[src/ffcf_pkg.sv]
// Shared constants, types and state codes of the farthest free cell finder.
`timescale 1ns / 1ps
`default_nettype none
package ffcf_pkg;

	localparam int MAX_SIDE = 64;
	localparam int MAX_CARS = 4096;

	localparam int POS_W   = 7;
	localparam int SIDE_W  = 7;
	localparam int TOT_W   = 13;
	localparam int COORD_W = $clog2(MAX_SIDE);
	localparam int CELL_W  = 2 * COORD_W;
	localparam int CELLS   = MAX_SIDE * MAX_SIDE;
	localparam int CAR_AW  = $clog2(MAX_CARS);
	localparam int CAR_CW  = CAR_AW + 1;
	localparam int DIST_W  = COORD_W + 1;

	localparam int CFG_AW = 3;
	localparam int CFG_DW = 32;

	localparam logic [SIDE_W-1:0] SIDE_RESET  = SIDE_W'(50);
	localparam logic [TOT_W-1:0]  TOTAL_LIMIT = '1;

	localparam logic REG_GRID_SIDE = 1'b0;

	localparam logic OP_ADD   = 1'b0;
	localparam logic OP_QUERY = 1'b1;

	typedef enum logic [2:0] {
		ST_CLEAR,
		ST_IDLE,
		ST_ADD,
		ST_QCELL,
		ST_QOCC,
		ST_QCAR,
		ST_QCMP,
		ST_DONE
	} st_t;

	typedef struct packed {
		logic [POS_W-1:0] x;
		logic [POS_W-1:0] y;
	} res_t;

endpackage
`default_nettype wire

[src/ffcf_cfg.sv]
// Configuration register port holding the grid side.
`timescale 1ns / 1ps
`default_nettype none
module ffcf_cfg (
	input  wire logic                        clk,
	input  wire logic                        arst_n,
	input  wire logic                        psel,
	input  wire logic                        penable,
	input  wire logic                        pwrite,
	input  wire logic [ffcf_pkg::CFG_AW-1:0] paddr,
	input  wire logic [ffcf_pkg::CFG_DW-1:0] pwdata,
	output logic      [ffcf_pkg::CFG_DW-1:0] prdata,
	output logic                             pready,
	output logic      [ffcf_pkg::SIDE_W-1:0] side
);
	import ffcf_pkg::*;

	logic [SIDE_W-1:0] grid_side_q;
	logic              reg_idx;
	logic              wr_en;

	assign pready  = 1'b1;
	assign reg_idx = paddr[CFG_AW-1];
	assign wr_en   = psel && penable && pwrite && pready;

	always_ff @(posedge clk or negedge arst_n) begin
		if (!arst_n) begin
			grid_side_q <= SIDE_RESET;
		end else if (wr_en && reg_idx == REG_GRID_SIDE) begin
			grid_side_q <= pwdata[SIDE_W-1:0];
		end
	end

	always_comb begin
		prdata = '0;
		if (reg_idx == REG_GRID_SIDE) begin
			prdata = CFG_DW'(grid_side_q);
		end
	end

	// clamp to 1..MAX_SIDE
	always_comb begin
		priority if (grid_side_q == '0) begin
			side = SIDE_W'(1);
		end else if (grid_side_q > SIDE_W'(MAX_SIDE)) begin
			side = SIDE_W'(MAX_SIDE);
		end else begin
			side = grid_side_q;
		end
	end

endmodule
`default_nettype wire

[config.mk]
export PLATFORM = sky130hd
export DESIGN_NAME = ffcf_cfg
export DESIGN_NICKNAME = d
export VERILOG_FILES = /design/src/ffcf_pkg.sv /design/src/ffcf_cfg.sv
export SDC_FILE = /design/constraint.sdc
export NUM_CORES = 1
export LEC_CHECK = 0
export ABC_AREA = 1
export BUFFER_PORTS_ARGS = -buffer_cell sky130_fd_sc_hd__clkbuf_2
export CAP_MARGIN = 5
export CORE_UTILIZATION = 32
export DETAILED_ROUTE_END_ITERATION = 6
export GPL_TIMING_DRIVEN = 0
export PLACE_DENSITY = 0.79
export SLEW_MARGIN = 15
export SYNTH_ARGS = -nofsm -noshare
export SYNTH_HDL_FRONTEND = slang
export SYNTH_SLANG_ARGS = --single-unit
[constraint.sdc]
create_clock -name clk -period 1.2 [get_ports clk]
set_clock_uncertainty 0.2 [all_clocks]
set_input_delay 0.06 -clock clk [delete_from_list [all_inputs] [get_ports clk]]
set_output_delay 0.06 -clock clk [all_outputs]
set_load 0.05 [all_outputs]
-- After elaboration in Yosys (flattened, before gate mapping)
Index checks and enable logic that the tools add are counted.
- output and inout port bits: 40
- word-level logic and storage cells: 10
- input port bits: 40
- bits in registers: 7
- muxes and demuxes: 3
- bitwise operators: 1
- reductions and logical operators: 4
- magnitude comparators: 1
- operators with widths (cell ; number):
    $mux W7 ; 3
    $gt A7 B7 Y1 const B ; 1
    $logic_not A7 Y1 ; 1
    $logic_and A1 B1 Y1 ; 3
    $not A1 Y1 ; 1

-- Longest topological paths before layout
Gate-level depths: netlist of run 1.
- word-level depth: 3
- gate-level depth with buffers: 6

-- Least setup slack after synthesis of run 1
Ideal clock, no wire load.
- kind: register to output
- start point: reg grid_side_q[2]
- end point: out side[0] in the netlist's numbering
- required time: 0.940 ns
- arrival time: 1.401 ns
- setup slack: -0.461 ns
- buffers on the path: 0
- cell stages (with the launch flop): 4
- cells stage by stage: dfrtp_1 > nor2_1 > nand3_1 > a21oi_1
- longest elaborated chain between the ends: 3
- elaborated cells between the ends (all ways): 4
- RTL lines (what ; RTL line ; RTL):
    start: declaration ; ffcf_cfg.sv:18 ; logic [SIDE_W-1:0] grid_side_q;
    start signal: assignment ; ffcf_cfg.sv:30 ; grid_side_q <= pwdata[SIDE_W-1:0];
    $gt A7 B7 Y1 ; ffcf_cfg.sv:45 ; end else if (grid_side_q > SIDE_W'(MAX_SIDE)) begin
    $mux W7 ; ffcf_cfg.sv:45 ;
    $mux W7 * ; ffcf_cfg.sv:43 ; priority if (grid_side_q == '0) begin
    end: declaration ; ffcf_cfg.sv:14 ; output logic [ffcf_pkg::SIDE_W-1:0] side
Mark *: on every way between the ends. The rest lies on a longest branch, timed or not.

-- Worst setup path after layout of run 1
- start point: reg grid_side_q[3]
- end point: out side[4] in the netlist's numbering
Same word-level chain as after synthesis.

==> impl_metrics.ini, run 1 <==
[outcome]
run_status = finished with violations
violations = setup timing

[synthesis]
ys_ff_latch = 7
synth.cell_area_um2 = 651
yosysWarnings = 0
synthFlopType = dfrtp_1
syn_inst = 86
synth_commonest_cells = buf_4, inv_1, nor2_1, nand2_1, o21ai_2
ys_types = 14
async_flop_share_pct = 100
synth.largest_area_cell = buf_4
synth_edf_count = 0
seq_area_frac_synth_pct = 27.5
ys_top_cells_by_area = buf_4, dfrtp_1, dfstp_2
syn_area_per_cell_um2 = 7.57
yosys.area.top_type_share_pct = 30.0
yosysMostFrequentCell = buf_4

[clock_tree]
htree_levels = 1
clk_latency_ns = 0.25
clk_path_buf_depth = 2
cts_sinks = 7
cts_tree = yes
cts_root_buf = clkbuf_4
cts_buffers = 3
clk_pin_slew_ns = 0.05

[worst_setup_path]
worstReg2RegEnd = grid_side_q[6]$_DFFE_PN0P_
worstRegToRegCells = 3
crit_path_start_kind = register
cp.arrival_ns = 1.34
crit_path_max_fanout = 5
r2r_slack_ns = 0.13
endpoint_kind = output pin
path_class = reg -> out
rr_startpoint = grid_side_q[6]$_DFFE_PN0P_
critPathRequiredTime_ns = 0.94

[layout]
stdcell_count = 179
top_regs = grid_side_q (7)
finalInstanceArea_mm2 = 0.00139
area_growth_pct = 114
largest_reg_flops = 7
layout-drive-gt1-share_pct = 64.3
max_flop_register = grid_side_q
antennaDiodeCount = 0
nNetsFinal = 195

[placement]
place_area_mm2 = 0.00101
dp.cells = 160
pre_cts_slack_ns = -0.280
place_congestion = 0.665
port_buffers = 25
post-dp-hpwl_um = 1100

[drt]
drc = 0
avgRoutedWirePerCell_um = 11.6
drt-total-wl_um = 2080
vias_per_cell = 3.97
ant_nets = 0
drt-pass1-iter-count = 2
drt_iter0_drc = 3
vias = 711

[timing]
min_period_over_period_pct = 133
slew_violations = 0
setup_violations = 14
hold_viol = 0
tns_ns = -3.39
timing.final.crit_period_ns = 1.60
fin_ws_ns = -0.398
rsz0062_at_grt = true
max_freq_ghz = 0.626

[floorplan]
chipWidth_um = 47.1
rows = 15
dieHeight_um = 47.1
io_pins = 80
design.die.area_mm2 = 0.00222
initial_core_util_pct = 35.7
core_mm2 = 0.00182

[grt]
grt-ovfl-total = 0
grt_max_degree = 11
grt_pass1_wl_um = 2660
gr-usage-all-layers_pct = 17.2
grt_pass1_vias = 662
antenna_found_initial = 0

[worst_hold_path]
hold_path_end = grid_side_q[3]$_DFFE_PN0P_
hold_class = in -> reg
whs_path_depth = 4
min-delay-start = pwrite

[pwr]
p_per_area_mw_per_mm2 = 1330
peakVddDrop_mv = 0.706
p_leak_nw = 0.730

[flow_run]
max_cap_violations = 0
==> per-stage QoR <==
| stage | hold WS [ns] | utilization, % | total power (W) |
|---|---|---|---|
| 2_1_floorplan | -0.436 | - | 0.00115 |
| 6_report | 0.0258 | 76.4 | 0.00186 |
| 3_5_place_dp | -0.300 | 55.7 | 0.00128 |
| 5_1_grt | 0.0492 | 76.4 | 0.00193 |
| 3_3_place_gp | -0.304 | 55.7 | 0.00126 |
| 4_1_cts | -0.0255 | 72.0 | 0.00173 |
==> critical path, stage by stage (launching register included) <==
cell and delay (ns):
dfrtp_1 0.40, nor2_2 0.16, nand3_4 0.18, a21oi_4 0.18, buf_8 0.16
==> layer usage <==
| layer | track usage (%) | share of wire [%] | wire length (um) | up-vias |
|---|---|---|---|---|
| met5 | 0 | 0 | 0 | - |
| met4 | 10.9 | 3.0 | 62 | 0 |
| met3 | 1.92 | 5.7 | 119 | 7 |
| met2 | 36.9 | 59 | 1220 | 40 |
| met1 | 14.1 | 33 | 677 | 328 |
| li1 | - | - | - | 336 |
==> area by class of cell <==
type / instances / area [um2]
Timing Repair Buffer: 40 / 427
Inverter: 15 / 73.8
Buffer: 30 / 240
Clock buffer: 4 / 26.3
Multi-Input combinational cell: 58 / 414
Fill cell: 103 / 429
Sequential cell: 7 / 179
Tap cell: 25 / 31.3
==> layout by cell type, fill, tap and decap left out, drive strengths merged <==
cell type / netlist / final
a21oi: 5 / 5
buf: 28 / 44
clkbuf: 2 / 20
conb: 2 / 26
dfrtp: 4 / 4
dfstp: 3 / 3
dlygate4sd3: 0 / 9
dlymetal6s4s: 0 / 1
inv: 15 / 15
nand2: 7 / 7
nand3: 1 / 1
nand4: 1 / 1
nor2: 11 / 11
o21ai: 7 / 7
==> power by group <==
| part | total, W | internal, W | switching [W] |
|---|---|---|---|
| clock network | 0.000211 | 0.000127 | 0.0000843 |
| registers | 0.000343 | 0.000296 | 0.0000474 |
| logic | 0.00130 | 0.000489 | 0.000812 |
==> logic make-up after synthesis <==
group           share of synthesized area, %
compound gates                          13.3
buf+inv                                 43.7
flops                                   27.5
other cells                             1.15
simple gates                            14.4
==> repair_timing <==
action | in CTS | in global routing
buffers inserted | 2 | 3
pin swaps | 6 | 3
resized for setup | 42 | 22
cloned | 1 | 1
hold buffers | 10 | 0
endpoints found under the hold margin | 14 | 0
endpoints found under the setup margin | 14 | 20
==> how the worst max path moves through the flow <==
| stage | startpoint | to | cells past startpoint |
|---|---|---|---|
| after CTS | grid_side_q[0]$_DFFE_PN0P_ | side[0] | 4 |
| final | grid_side_q[3]$_DFFE_PN0P_ | side[4] | 4 |
| after global routing | grid_side_q[0]$_DFFE_PN0P_ | side[5] | 4 |
| after floorplan | grid_side_q[0]$_DFFE_PN0P_ | side[0] | 3 |
| after global placement | grid_side_q[0]$_DFFE_PN0P_ | side[0] | 4 |
| after detailed placement | grid_side_q[0]$_DFFE_PN0P_ | side[0] | 4 |
Note: power is estimated with default switching activity, not from simulation.
==> run 2: changes to the inputs <==
--- a/config.mk
+++ b/config.mk
@@ -6,12 +6,13 @@
 export NUM_CORES = 1
 export LEC_CHECK = 0
 export ABC_AREA = 1
-export BUFFER_PORTS_ARGS = -buffer_cell sky130_fd_sc_hd__clkbuf_2
 export CAP_MARGIN = 5
-export CORE_UTILIZATION = 32
+export CORE_MARGIN = 1.5
+export CORE_UTILIZATION = 45
 export DETAILED_ROUTE_END_ITERATION = 6
+export DONT_BUFFER_PORTS = 1
 export GPL_TIMING_DRIVEN = 0
-export PLACE_DENSITY = 0.79
+export MAX_ROUTING_LAYER = met4
 export SLEW_MARGIN = 15
 export SYNTH_ARGS = -nofsm -noshare
 export SYNTH_HDL_FRONTEND = slang
==> impl_metrics.ini, run 2 (synthesis results as in run 1) <==
[clock_tree]
cts_root_buf = clkbuf_4
hold_buffers = 12
cts_tree = yes
htree_levels = 1
cts_buffers = 3
clk_latency_ns = 0.24
cts_sinks = 7
clk_path_buf_depth = 2
clk_pin_slew_ns = 0.05

[worst_setup_path]
cp.arrival_ns = 1.34
endpoint_kind = output pin
worstRegToRegCells = 4
path_class = reg -> out
r2r_slack_ns = 0.06
rr_startpoint = grid_side_q[1]$_DFFE_PN1P_
crit_path_start_kind = register
critPathRequiredTime_ns = 0.94
endpoint = side[4]
worstReg2RegEnd = grid_side_q[1]$_DFFE_PN1P_
crit_start = grid_side_q[0]$_DFFE_PN0P_
crit_path_max_fanout = 5

[placement]
post-dp-hpwl_um = 1020
port_buffers = 0
place_congestion = 0.721
pre_cts_slack_ns = -0.210
dp.cells = 125

[outcome]
run_status = finished with violations
violations = hold timing, setup timing

[floorplan]
core_mm2 = 0.00132
dieHeight_um = 41.0
chipWidth_um = 41.0
design.die.area_mm2 = 0.00168
rows = 13
io_pins = 80
initial_core_util_pct = 49.4

[drt]
drt-pass1-iter-count = 4
drc = 0
avgRoutedWirePerCell_um = 10.4
vias_per_cell = 4.01
drt_iter0_drc = 6
vias = 606
ant_nets = 0
drt-total-wl_um = 1570

[layout]
antennaDiodeCount = 0
top_regs = grid_side_q (7)
layout_common_cells = buf_4, conb_1, dlygate4sd3_1
stdcell_count = 151
layout-drive-gt1-share_pct = 58.8
largest_reg_flops = 7
area_growth_pct = 80.4
max_flop_register = grid_side_q
layout_commonest_cell = buf_4
nNetsFinal = 177

[grt]
antenna_found_initial = 0
grt_pass1_vias = 466
grt_max_degree = 11
grt-ovfl-total = 0
gr-usage-all-layers_pct = 17.8
grt_pass1_wl_um = 1880

[timing]
rsz0062_at_grt = true
setup_violations = 14
timing.final.crit_period_ns = 1.60
holdWs_ns = -0.0499
min_period_over_period_pct = 134
slew_violations = 0
hold_viol = 4
max_freq_ghz = 0.624
fin_ws_ns = -0.402

[pwr]
p_int_w = 0.000785
switching_share_pct = 52.8
p_comb_share_pct = 67.2
peakVddDrop_mv = 1.03
clock_power_share_pct = 12.4
finalPower_w = 0.00167
pwr-share-seq_pct = 20.4
p_per_area_mw_per_mm2 = 1420
p_leak_nw = 0.608
p_switching_w = 0.000880

[flow_run]
max_cap_violations = 0

[worst_hold_path]
hold_class = in -> async
-- run 2: cell types whose count changed in the layout (fill, tap and decap cells not counted) --
cell            delta
inv_4              -1
buf_6              +3
dlymetal6s4s_1     -1
inv_2              +2
buf_8             -11
clkbuf_2          -11
buf_4              +3
inv_6              -1
clkbuf_8           -3
dlygate4sd3_1      +2
-- run 2: metrics by stage --
step / util (%) / TNS, ns / cell area [um2] / hold slack, ns
after floorplan: - / -0.740 / 857 / -0.436
after global placement: 66.5 / -1.03 / 876 / -0.435
after detailed placement: 66.5 / -1.13 / 876 / -0.435
after CTS: 84.5 / -3.66 / 1110 / 0.0629
after global routing: 89.1 / -4.35 / 1170 / -0.0418
final: 89.1 / -3.69 / 1170 / -0.0499
-- run 2: area by class of cell --
type	count	area, um2
Fill cell	65	144
Buffer	30	258
Inverter	15	66.3
Tap cell	15	18.8
Multi-Input combinational cell	58	414
Sequential cell	7	179
Clock buffer	4	26.3
Timing Repair Buffer	22	211
-- run 2: how the worst min path moves through the flow --
| stage | from | endpoint | slack [ns] | cells after the start |
|---|---|---|---|---|
| 2_1_floorplan | arst_n | grid_side_q[0]$_DFFE_PN0P_ | -0.44 | 0 |
| 3_3_place_gp | arst_n | grid_side_q[0]$_DFFE_PN0P_ | -0.44 | 0 |
| 3_5_place_dp | arst_n | grid_side_q[0]$_DFFE_PN0P_ | -0.44 | 0 |
| 4_1_cts | paddr[2] | grid_side_q[1]$_DFFE_PN1P_ | 0.06 | 5 |
| 5_1_grt | arst_n | grid_side_q[2]$_DFFE_PN0P_ | -0.04 | 1 |
| 6_report | arst_n | grid_side_q[0]$_DFFE_PN0P_ | -0.05 | 1 |
-- run 2: critical path, cell delays in order, from the launching register on --
cell and delay, ns:
dfrtp_1 0.40, nor2_2 0.14, nand3_4 0.17, a21oi_4 0.39
-- run 2: repair_timing --
item | in CTS | in global routing
gates resized for setup | 18 | 8
cloned | 1 | 0
pin swaps | 13 | 10
setup endpoints to repair | 14 | 17
endpoints found under the hold margin | 14 | 4
buffers inserted | 4 | 6
-- run 2: layer usage --
| metal | track usage, % | part of all wire (%) | vias to the layer above |
|---|---|---|---|
| met1 | 17.8 | 36 | 272 |
| met4 | 5.00 | 0 | 0 |
| met2 | 35.2 | 56 | 27 |
| met5 | - | 0 | - |
| met3 | 2.17 | 7.9 | 0 |
| li1 | - | - | 307 |
-- run 2: power groups by stage --
stage                     clock network [W]  logic [W]  registers (W)
final                              0.000207    0.00112       0.000339
after global routing               0.000229    0.00117       0.000344
after CTS                          0.000216    0.00102       0.000337
after detailed placement                  0   0.000856       0.000338
after global placement                    0   0.000849       0.000334
after floorplan                           0   0.000827       0.000323
